`config.mk`:
```
export PLATFORM = sky130hd
export DESIGN_NAME = cosol_ram
export DESIGN_NICKNAME = d
export VERILOG_FILES = /design/src/cosol_pkg.sv /design/src/cosol_ram.sv
export SDC_FILE = /design/constraint.sdc
export NUM_CORES = 2
export LEC_CHECK = 0
export BUFFER_PORTS_ARGS = -buffer_cell sky130_fd_sc_hd__buf_2
export CAP_MARGIN = 20
export CORE_MARGIN = 5
export CORE_UTILIZATION = 49
export CTS_BUF_LIST = sky130_fd_sc_hd__clkbuf_8
export CTS_CLUSTER_SIZE = 24
export DETAILED_ROUTE_END_ITERATION = 10
export PLACE_DENSITY = 0.67
export SYNTH_ARGS = -nofsm -noshare
export SYNTH_HDL_FRONTEND = slang
export SYNTH_SLANG_ARGS = --single-unit
```
`constraint.sdc`:
```
create_clock -name clk -period 7.58 [get_ports clk]
set_input_delay 0.758 -clock clk [delete_from_list [all_inputs] [get_ports clk]]
set_output_delay 0.758 -clock clk [all_outputs]
set_load 0.05 [all_outputs]
```
`src/cosol_pkg.sv`:
```
`timescale 1ns / 1ps
// ----------------------------------------------------------------------------
// cosol_pkg
// Shared types and codes for the count-ordered self-organizing key table.
// ----------------------------------------------------------------------------
package cosol_pkg;

  localparam int KEY_W = 32;
  localparam int CNT_W = 32;
  localparam int STAT_W = 2;
  localparam int POS_W = 6;

  localparam logic KIND_APPEND = 1'b0;
  localparam logic KIND_SEARCH = 1'b1;

  localparam logic [STAT_W-1:0] ST_APPENDED  = 2'd0;
  localparam logic [STAT_W-1:0] ST_FOUND     = 2'd1;
  localparam logic [STAT_W-1:0] ST_NOT_FOUND = 2'd2;
  localparam logic [STAT_W-1:0] ST_FULL      = 2'd3;

  typedef struct packed {
    logic [KEY_W-1:0] key;
    logic [CNT_W-1:0] cnt;
  } entry_t;

  typedef struct packed {
    logic [STAT_W-1:0] status;
    logic [POS_W-1:0]  position;
  } result_t;

endpackage

```
`src/cosol_ram.sv`:
```
`timescale 1ns / 1ps
// ----------------------------------------------------------------------------
// cosol_ram
// Entry store: one write port, one read port, registered read data.
// ----------------------------------------------------------------------------
module cosol_ram #(
  parameter int DEPTH = 64,
  parameter int AW = 6
) (
  input  logic            clk,
  input  logic            we,
  input  logic [AW-1:0]   waddr,
  input  cosol_pkg::entry_t wdata,
  input  logic [AW-1:0]   raddr,
  output cosol_pkg::entry_t rdata
);
  import cosol_pkg::*;

  entry_t mem [DEPTH];

  always_ff @(posedge clk) begin
    if (we) begin
      mem[waddr] <= wdata;
    end
    rdata <= mem[raddr];
  end

endmodule

```
# Word-level counts from Yosys, hierarchy flattened
# Memories as Yosys holds them, arrays and structs flattened. A register that Yosys moved wholly into a read port is not among the register bits.
# Cells that the tools add are included.
dict set report word_totals {
  register_bits 0
  wordCells 3
  out_inout_bits 64
  memories 1
  in_bits 78
  ram_bits 4096
}
dict set report op_classes {
  n_mux 2
}
# memory words word_bits rd rd_ports_with_merged_regs wr line
set memory_table {}
lappend memory_table {mem 64 64 1 1 1 cosol_ram.sv:19} ;# entry_t mem [DEPTH];
# operator n
set ops {}
lappend ops {{$mux 1} 2}

# Depth between registers and ports, before layout
dict set report logic_depth {
  depth_word 2
  depth_mapped 9
  mapped_depth_nobuf 5
}

# Worst setup path after synthesis
# Ideal clock, no wire load.
dict set report synth_timing {
  kind {in2reg}
  startpoint {input waddr[3]}
  endpoint {memory mem[48][0] in the netlist's numbering (enable)}
  setup_time_ns 0.564
  t_required_ns 7.016
  path_slack_ns 1.386
  stages 4
  t_arrival_ns 5.630
  path_buffers 1
  cell_sequence {clkbuf_1 nor2b_1 nand4b_1 nor3_1}
}
# item line
set synth_rtl {}
lappend synth_rtl {{from (decl)} cosol_ram.sv:12} ;# input logic [AW-1:0] waddr,
lappend synth_rtl {{to (decl)} cosol_ram.sv:19}
# No word-level cell before the write port.

==> reports/metrics.csv <==
metric,value,unit
status,completed,
DP Wirelength,223000,µm
fmax,328,MHz
sequential fraction of the synthesis area,79.5,%
Die H,575,µm
synth warn,0,
clock sinks,4160,
pre-CTS WS,3.40,ns
drt drc,0,
first-pass GRT wire length,593000,µm
"EDFF count, synth",4096,
"Arr. time, crit path",4.04,ns
vias in the first global route,77800,
Fin Setup TNS,0,ns
Hold Path Sink,mem[12][29],
CP max FO,49,
Synth Net Count,6676,
Final #Nets,7335,
floorplan core area,318000,µm²
drt total wl,422000,µm
Max Cap Viol,0,
FF-to-FF setup slack,5.47,ns
FF-to-FF path depth,5,
"FF+latch count, synth",4160,
WS Path Type,input pin to register,
DIE AREA,330000,µm²
Placed Instances,10800,
io pins,142,
hold depth,1,
worst-margin pin slew,1.19,ns
pwr dens,257,nW/µm²
clock latency on the worst-skew pair,1.22,ns
largest family of logic cells by synthesized area,multiplexers,
layout cells sized above 1,29.4,%
clock root buffer,clkbuf_8,
Yosys cell types,33,
Hold WC Path Type,input pin to register,
tightest slew margin relative to the limit,20.4,%
"Async S/R FF share, synth",0,%
Setup-failing EPs final,0,
# resized after CTS,0,
Synth Area in Compound Gates,2.48,%
port bufs,141,
GPL Wtd Cong,0.794,
DP Area,163000,µm²
most common cell in the netlist,edfxtp_1,
clock skew,0.0763,ns
H-tree depth,6,
XOR/XNOR Fraction of Synth Area,0,%
top area cells in the synthesized netlist,"edfxtp_1 79%, mux4_2 15%, mux2i_1 0.86%",
Synth Flop Type,edfxtp_1,
Initial Utilization,49.2,%
min cycle time layout,3.05,ns
"area leader, netlist",edfxtp_1,
"non-filler cells, final",12000,
CTS max path bufs,4,
final instance area,176000,µm²
Critical Path End Type,register,
RSZ-0062 raised after global routing,no,
Via Count,77100,
first drt pass iteration count,5,
Max IR drop VDD,0.236,mV
setup ws final,4.53,ns
post-synthesis adder-cell area fraction,0,%
final core occ,55.2,%
"Hold Vio Cnt, Final",0,
Synth top area share,78.7,%
CTS buffer count,635,
total power,45.1,mW
largest net degree at the start of global routing,110,
crit path launch type,input pin,
CTS tree,done,
fin. max-slew vios,0,
Syn Area/Cell,23.7,µm²
"Data required, critical path",8.57,ns
"CTS clk-pin slew, worst paths",0.07,ns
Core Rows,207,
multiplexer area fraction after synthesis,15.6,%
Overflow after GRT,0,
Post-Synthesis Cells,6598,
routed vias/inst,6.44,
Avg WL per Cell,35.3,µm
Antenna Nets Post-Route,0,
Critical R2R Launch,mem[61][33],
Die W,575,µm
Post-synth top cells,"4096 x edfxtp_1, 1024 x mux4_2, 170 x buf_2",
area delta synth->final,12.3,%
antenna violations before repair,35,
Min-Delay Startpoint,wdata[29],
WHS,0.0873,ns
synthesized cell area,156000,µm²
initial DRC count,10400,
reg-to-reg critical path endpoint,rdata[33],
GRT Total Usage,25.2,%
leakage power,55.5,nW
post-synthesis simple-gate area fraction,1.24,%
Final Cycle Share,40.3,%
## critical path, cell delays in order
cell,delay [ns]
buf_8,0.43
buf_4,0.52
buf_4,0.64
mux4_2,0.58
or3_1,0.31
a41oi_1,0.54
a211oi_1,0.10
## power breakdown
group	internal (mW)	switching, mW
sequential	25.5	0.118
combinational	0.814	1.53
clock	8.51	8.70
## cell type report
type | instances | area [µm²]
multi-input cells | 2049 | 30800
well taps | 4180 | 5230
fillers | 23100 | 142000
inverters | 19 | 71.3
flip-flops and latches | 4160 | 124000
clock inverters | 486 | 2590
clock buffers | 663 | 9130
diodes | 20 | 50.0
repair buffers | 392 | 3370
## sequential cells by signal, indices dropped and copies added (netlist names)
register,count
rdata,64
mem,4096
## kinds of logic (layout without fill, tap and decap cells)
kind of cell / Yosys count / after routing
AND/OR/NAND/NOR: 386 / 386
flip-flops: 4160 / 4160
multiplexers: 1159 / 1159
buffers and inverters: 389 / 1560
other: 0 / 20
AO/OA/AOI/OAI: 504 / 504
## cell usage in the layout (no fill, tap or decap), types with 47 or more instances in the layout
master       n
clkbuf_8   663
inv_1      251
mux4_2    1024
clkinv_1   136
and3_1      64
nor2_4      65
buf_4      175
buf_2      138
nand2_1     55
o22ai_1     83
a22oi_1    168
clkinv_2    58
edfxtp_1  4096
a211oi_1    63
mux2i_1    135
buf_12      53
dfxtp_1     64
nor2_1      47
a22o_1      88
## layer usage
metal	GRT usage, %	wire [µm]
met5	0	100
met4	9.32	17100
met3	5.43	46300
met2	39.6	201000
met1	35.3	157000
## how the worst max path moves through the flow
stage	from	endpoint	slack, ns	depth (start not counted)
global route	rdata[59]	rdata[59]	4.49	1
floorplan	waddr[3]	mem[48][0]	1.39	4
finish	raddr[1]	rdata[52]	4.53	7
global placement	raddr[0]	rdata[33]	3.41	7
detailed placement	raddr[0]	rdata[33]	3.40	7
CTS	rdata[3]	rdata[3]	4.47	1
## timing repair
action	in CTS	in global routing
hold endpoints to repair	8	126
hold buffers	1	21
setup buffers	0	0
(Power assumes the default switching activity.)
