**src/cosol_pkg.sv**
```systemverilog
`timescale 1ns / 1ps
// ----------------------------------------------------------------------------
// cosol_pkg
// Shared types and codes for the count-ordered self-organizing key table.
// ----------------------------------------------------------------------------
package cosol_pkg;

  localparam int KEY_W = 32;
  localparam int CNT_W = 32;
  localparam int STAT_W = 2;
  localparam int POS_W = 6;

  localparam logic KIND_APPEND = 1'b0;
  localparam logic KIND_SEARCH = 1'b1;

  localparam logic [STAT_W-1:0] ST_APPENDED  = 2'd0;
  localparam logic [STAT_W-1:0] ST_FOUND     = 2'd1;
  localparam logic [STAT_W-1:0] ST_NOT_FOUND = 2'd2;
  localparam logic [STAT_W-1:0] ST_FULL      = 2'd3;

  typedef struct packed {
    logic [KEY_W-1:0] key;
    logic [CNT_W-1:0] cnt;
  } entry_t;

  typedef struct packed {
    logic [STAT_W-1:0] status;
    logic [POS_W-1:0]  position;
  } result_t;

endpackage

```
**src/cosol_engine.sv**
```systemverilog
`timescale 1ns / 1ps
// ----------------------------------------------------------------------------
// cosol_engine
// Sequencer: appends at the tail, scans from the head, then bubbles the hit
// entry toward the head by read-compare-write steps on the entry store.
// ----------------------------------------------------------------------------
module cosol_engine #(
  parameter int DEPTH = 64,
  parameter int AW = 6
) (
  input  logic                     clk,
  input  logic                     rst,
  input  logic                     in_valid,
  output logic                     in_ready,
  input  logic                     kind,
  input  logic signed [31:0]       key,
  output logic                     res_valid,
  input  logic                     res_ready,
  output cosol_pkg::result_t       res,
  output logic                     we,
  output logic [AW-1:0]            waddr,
  output cosol_pkg::entry_t        wdata,
  output logic [AW-1:0]            raddr,
  input  cosol_pkg::entry_t        rdata
);
  import cosol_pkg::*;

  localparam logic [AW:0] FULL_LEVEL = (AW+1)'(DEPTH);

  typedef enum logic [2:0] {
    S_IDLE,
    S_SCAN,
    S_LOAD,
    S_MOVE,
    S_PLACE,
    S_FINISH
  } state_t;

  state_t            state;
  logic [AW:0]       fill;
  logic [AW:0]       idx;
  logic [AW-1:0]     idx_d;
  logic              vld;
  logic [AW-1:0]     j;
  logic [KEY_W-1:0]  srch_key;
  entry_t            hit_e;
  logic [STAT_W-1:0] status_r;
  logic [POS_W-1:0]  pos_r;

  logic              match;
  logic              last;
  logic              lt;
  logic [CNT_W-1:0]  cnt_inc;

  assign in_ready  = (state == S_IDLE);
  assign res_valid = (state == S_FINISH);
  assign res.status   = status_r;
  assign res.position = pos_r;

  assign match   = vld && (rdata.key == srch_key);
  assign last    = vld && (({1'b0, idx_d} + (AW+1)'(1)) == fill);
  assign lt      = (rdata.cnt < hit_e.cnt);
  assign cnt_inc = (rdata.cnt == '1) ? rdata.cnt : rdata.cnt + CNT_W'(1);

  always_comb begin
    we    = 1'b0;
    waddr = j;
    wdata = hit_e;
    raddr = idx[AW-1:0];
    case (state)
      S_IDLE: begin
        if (in_valid && kind == KIND_APPEND && fill < FULL_LEVEL) begin
          we        = 1'b1;
          waddr     = fill[AW-1:0];
          wdata.key = unsigned'(key);
          wdata.cnt = '0;
        end
      end
      S_SCAN: raddr = idx[AW-1:0];
      S_LOAD: raddr = j - AW'(1);
      S_MOVE: begin
        we    = 1'b1;
        raddr = j - AW'(2);
        if (lt) begin
          wdata = rdata;
        end
      end
      S_PLACE: we = 1'b1;
      default: ;
    endcase
  end

  always_ff @(posedge clk) begin
    if (rst) begin
      state <= S_IDLE;
      fill  <= '0;
      vld   <= 1'b0;
    end else begin
      case (state)
        S_IDLE: begin
          if (in_valid) begin
            pos_r <= '0;
            if (kind == KIND_SEARCH) begin
              if (fill == '0) begin
                status_r <= ST_NOT_FOUND;
                state    <= S_FINISH;
              end else begin
                srch_key <= unsigned'(key);
                idx      <= '0;
                vld      <= 1'b0;
                state    <= S_SCAN;
              end
            end else begin
              if (fill < FULL_LEVEL) begin
                fill     <= fill + (AW+1)'(1);
                status_r <= ST_APPENDED;
              end else begin
                status_r <= ST_FULL;
              end
              state <= S_FINISH;
            end
          end
        end
        S_SCAN: begin
          // one read issued per cycle, compare uses the previous read's registered data
          vld   <= (idx < fill);
          idx_d <= idx[AW-1:0];
          if (idx < fill) begin
            idx <= idx + (AW+1)'(1);
          end
          if (match) begin
            vld       <= 1'b0;
            hit_e.key <= rdata.key;
            hit_e.cnt <= cnt_inc;
            j         <= idx_d;
            pos_r     <= POS_W'(idx_d);
            status_r  <= ST_FOUND;
            state     <= (idx_d == '0) ? S_PLACE : S_LOAD;
          end else if (last) begin
            vld      <= 1'b0;
            status_r <= ST_NOT_FOUND;
            state    <= S_FINISH;
          end
        end
        S_LOAD: state <= S_MOVE;
        S_MOVE: begin
          // shift the smaller predecessor back one slot, or drop the hit here
          if (lt) begin
            j <= j - AW'(1);
            if (j == AW'(1)) begin
              state <= S_PLACE;
            end
          end else begin
            state <= S_FINISH;
          end
        end
        S_PLACE: state <= S_FINISH;
        S_FINISH: begin
          if (res_ready) begin
            state <= S_IDLE;
          end
        end
        default: state <= S_IDLE;
      endcase
    end
  end

endmodule
```
**config.mk**
```make
export PLATFORM = sky130hd
export DESIGN_NAME = cosol_engine
export DESIGN_NICKNAME = d
export VERILOG_FILES = /design/src/cosol_pkg.sv /design/src/cosol_engine.sv
export SDC_FILE = /design/constraint.sdc
export NUM_CORES = 1
export LEC_CHECK = 0
export BUFFER_PORTS_ARGS = -buffer_cell sky130_fd_sc_hd__buf_2
export CAP_MARGIN = 20
export CORE_ASPECT_RATIO = 0.5
export CORE_UTILIZATION = 55
export CTS_CLUSTER_SIZE = 25
export DETAILED_ROUTE_END_ITERATION = 12
export PLACE_DENSITY = 0.81
export SYNTH_ARGS = -nofsm -noshare
export SYNTH_HDL_FRONTEND = slang
export SYNTH_SLANG_ARGS = --single-unit
```
**constraint.sdc**
```tcl
create_clock -name clk -period 4.3 [get_ports clk]
set_input_delay 0 -clock clk [delete_from_list [all_inputs] [get_ports clk]]
set_output_delay 0 -clock clk [all_outputs]
set_load 0.005 [all_outputs]
```
-- After elaboration in Yosys (flattened, before gate mapping)
Index checks and enable logic that the tools add are counted.
- register bits: 134
- output and inout port bits: 87
- logic and storage cells: 104
- add/sub/neg operators: 6
- $lt $le $gt $ge: 3
- eq/ne operators: 19
- mux-type cells: 42
- bitwise logic cells: 3
- reductions and logical operators: 20
- operators with widths (cell ; number):
    $mux W64 ; 2
    $pmux W64 S2 ; 1
    $pmux W6 S2 ; 3
    $add A32 B1 Y32 const B ; 1
    $eq A32 B32 Y1 ; 1
    $eq A32 B32 Y1 const B ; 1
    $lt A32 B32 Y1 ; 1
    $mux W32 ; 1
    $mux W6 ; 5
    $mux W7 ; 4
    $mux W3 ; 9
    $reduce_and A4 Y1 ; 5
    $pmux W3 S6 ; 1
    $add A7 B1 Y7 const B ; 2
    $pmux W7 S2 ; 1
    $mux W2 ; 6
    $ne A2 B2 Y1 const B ; 5
    $reduce_and A5 Y1 ; 2
    $add A6 B1 Y7 const B ; 1
    $eq A7 B7 Y1 ; 1
    $logic_not A7 Y1 ; 1
    $lt A7 B7 Y1 ; 1
    $lt A7 B7 Y1 const B ; 1
    $eq A3 B2 Y1 const B ; 2
    20 further kinds ; 35

-- Longest topological paths before layout
- depth after elaboration: 6
- mapped depth: 11
- mapped depth without buffers: 9

-- Worst setup path after synthesis
No wires, ideal clock.
- path type: register -> register
- start point: register state[0]
- end point: register hit_e[0] in the netlist's numbering, enable pin
- library setup time: 429 ps
- data arrival time: 3104 ps
- data required time: 3871 ps
- slack: 767 ps
- stages on the path, launching flop included: 7
- buffers on the path: 2
- period minus slack after synthesis: 3533 ps
- path through: dfxtp_1 -> clkbuf_1 -> nand2b_1 -> nand2b_1 -> clkbuf_1 -> nor2_1 -> and2_1
- word-level cells in the longest chain between the ends: 2
- ends and longest elaborated chain (what ; line ; RTL):
    start, declared ; cosol_engine.sv:39 ; state_t state;
    start signal, assigned ; cosol_engine.sv:138 ; state <= (idx_d == '0) ? S_PLACE : S_LOAD;
    $eq A3 B1 Y1 ; cosol_engine.sv:99 ; case (state)
    $reduce_and A3 Y1 (no source line) ; n/a ;
    end, declared ; cosol_engine.sv:46 ; entry_t hit_e;
No other way between the ends.
A chain may end at the register's enable or synchronous reset.

==> out/qor.txt <==
=================================================================================
Run status .........................................................    completed
Primary FF master, synth ...........................................     edfxtp_1
CTS Hold Bufs ......................................................           98
Violation count after the first detailed-routing iteration .........          787
Detail-routed via count per cell ...................................        6.013
TNS Setup ..........................................................         0 ns
CP Max Fanout ......................................................           32
Post-route clock skew ..............................................   0.01185 ns
Number of detailed-routing iterations run before antenna repair ....            5
Cell at the slowest stage of the critical path .....................      dfxtp_1
Sequential fraction of the synthesis area ..........................       0.4744
Synth Warn # .......................................................            0
Row count ..........................................................           31
Cell total after placement .........................................        1,150
Number of enable-type register cells in the synthesized netlist ....          123
Hpwl dp ............................................................     15.71 mm
Post-CTS Resized ...................................................            0
Maximum number of pins on one net before global-route repair .......           46
Final count of pins violating max slew .............................            0
Maximum ir drop on the vdd rail ....................................    0.2820 mV
Total number of nets in the final design ...........................        1,217
Routed wire length .................................................     24.75 mm
Root buffer cell ...................................................    clkbuf_16
Total number of vias ...............................................        7,696
Area of the die .................................................... 15,520 sq um
Residual antenna-violating net count after detailed routing ........            0
CP Data Arrival Time ...............................................      3.43 ns
Endpoint type of the worst setup path .............................. primary output
Vias in the first global route .....................................        7,347
Setup-violating endpoint count in the final report .................            0
Cell Pwr Density ................................................... 348.9 nW/um^2
Avg WL per Cell ....................................................     19.34 um
Number of clock sinks seen by CTS ..................................          134
Non-Filler Instances ...............................................        1,280
Hold WC Path Type .................................................. input port to register
Number of antenna violations at the first check in global routing ..            0
Total track usage ..................................................       0.3172
Synth-to-layout area growth ........................................       32.40%
Gp weighted congestion .............................................       0.8850
Final period util ..................................................       0.7967
Slew margin rel. ...................................................       0.4191
Chain of cells forming the critical path ........................... nand2b_1 -> or2_1 -> nor2_1 -> o21ai_0 -> nand2_4 -> buf_4 -> a22o_1 -> a21o_1 -> buf_2
Largest buffer count on any clock path .............................            2
Synthesis-stage register bit count .................................          134
Ratio of cells with drive above 1 in the final layout ..............       0.2237
Core region area ................................................... 14,550 sq um
Syn_area_per_cell ..................................................  10.36 sq um
Source-to-sink clock delay at the later pin of the worst-skew pair .      0.42 ns
DIE HEIGHT .........................................................     88.60 um
Post-synthesis instance area .......................................   8249 sq um
Number of endpoints with negative hold slack in the final report ...            0
Clk pin slew, worst setup/hold paths ...............................      0.07 ns
Clock tree from TritonCTS ..........................................         done
Slowest stage delay, CP ............................................      0.48 ns
Port Buf Inserts ...................................................          187
Antenna diode count ................................................            0
Total overflow reported by the global router .......................            0
Start-to-end type of the worst setup path .......................... register to primary output
Minimum clock period ...............................................     3.426 ns
IO Pins ............................................................          188
Setup bufs post-CTS ................................................            0
Max-Cap Viols ......................................................            0
CTS Buf Count ......................................................           17
CTS HTree Levels ...................................................            4
Initial Utilization ................................................       0.5671
Slew at the pin closest to its max-slew limit ......................    0.8647 ns
Die Wd .............................................................     175.2 um
RSZ-0062 raised after global routing ...............................           no
Number of buffer and inverter stages on the critical path ..........            2
Data required time of the worst path ...............................      4.30 ns
Startpoint types ...................................................     register
Wire length of the first global-routing pass .......................     37.60 mm
Leakage power figure ...............................................     4.611 nW
Cell class contributing the biggest share of worst-path delay ...... simple AND/OR/NAND/NOR gates
Instance count of the mapped netlist ...............................          796
DR DRC count .......................................................            0
Synthesized Nets ...................................................          944
Fraction of registers with async set/reset .........................            0
Fmax ...............................................................    291.9 MHz
Library cells used by synthesis ....................................           61
=================================================================================
worst paths after layout:
| check | cells past startpoint | slack [ns] | endpoint | start |
|---|---|---|---|---|
| setup / recovery | 9 | 0.87 | wdata[42] | state[2] |
| hold / removal | 2 | 0.02 | hit_e[23] | rdata[23] |
| setup reg to reg | 8 | 1.06 | state[2] | state[2] |
| hold reg to reg | 2 | 0.59 | fill[6] | fill[5] |
cell usage in the layout (no fill, tap or decap), types with 3 or more instances in the layout:
master	n
nand2_1	90
nor3_1	9
a31oi_1	5
a22o_1	32
dfxtp_1	11
edfxtp_1	123
and4_1	7
inv_6	5
inv_8	5
and2_1	12
o211ai_1	4
nor2_1	38
o21ai_0	34
nand2b_1	6
buf_4	7
nor4_1	13
buf_2	187
clkbuf_16	17
xor2_1	49
nand3b_1	3
xnor2_1	36
and3_1	14
ha_1	47
nand4_1	20
a21o_1	33
a21oi_1	22
nand3_1	24
o31ai_1	33
dlygate4sd3_1	98
inv_1	51
registers in the layout, summed over array words and instances (netlist names), 3 cells and up:
register and flops:
idx_d 6, j 6, srch_key 32, idx 7, state 3, fill 7
pos_r 6, hit_e 64
logic make-up (layout without fill, tap and decap cells):
family / Yosys count / in the layout / share of synthesized area
XOR/XNOR: 85 / 85 / 0.09025
AO/OA/AOI/OAI: 184 / 184 / 0.1597
multiplexers: 4 / 4 / 0.005157
buffers and inverters: 90 / 376 / 0.04656
adder cells (fa/ha/maj): 47 / 47 / 0.07129
AND/OR/NAND/NOR: 252 / 252 / 0.1526
flip-flops: 134 / 134 / 0.4744
area by class of cell:
| class | instances | area (sq um) |
|---|---|---|
| multi-input combinational | 572 | 3970 |
| sequential | 134 | 3914 |
| fill | 930 | 3623 |
| timing repair buffer | 293 | 1989 |
| clock buffer | 17 | 425.4 |
| tap | 198 | 247.7 |
| inverter | 51 | 191.4 |
| clock inverter | 15 | 183.9 |
through the flow:
step	hold WS [ns]	setup WS [ns]	utilization	area, sq um	power [mW]
floorplan	0.06907	0.7672	-	8249	1.917
detailed placement	0.1966	1.301	0.6415	9331	2.201
global placement	0.1988	1.318	0.6415	9331	2.183
CTS	0.01338	0.9501	0.7509	10920	3.779
finish	0.02310	0.8743	0.7509	10920	3.810
global route	0.05653	0.6960	0.7509	10920	3.932
cell usage after synthesis (13+ instances only):
library cell / number / share of area
a21o_1: 33 / 0.030
a21oi_1: 22 / 0.013
a22o_1: 32 / 0.034
and2_1: 13 / 0.0099
and3_1: 14 / 0.011
buf_2: 15 / 0.0091
clkbuf_1: 17 / 0.0077
edfxtp_1: 123 / 0.45
ha_1: 47 / 0.071
inv_1: 51 / 0.023
nand2_1: 91 / 0.041
nand3_1: 24 / 0.015
nand4_1: 20 / 0.015
nor2_1: 40 / 0.018
nor4_1: 13 / 0.0099
o21ai_0: 34 / 0.021
o31ai_1: 33 / 0.030
xnor2_1: 36 / 0.038
xor2_1: 49 / 0.052
routing by layer:
layer | part of all wire | vias up | wire [um] | track usage
li1 | - | 3481 | - | -
met1 | 0.40 | 3643 | 9889 | 0.4088
met2 | 0.47 | 476 | 11740 | 0.5267
met3 | 0.088 | 96 | 2180 | 0.05670
met4 | 0.038 | 0 | 938 | 0.1613
met5 | 0 | - | 0 | 0
where the power goes:
part           switching [mW]  internal [mW]  leakage [nW]
sequential             0.0467           1.46          1.20
combinational           0.425          0.347          3.11
clock                   0.643          0.884         0.295
total                    1.11           2.70          4.61
(Power assumes the default switching activity.)
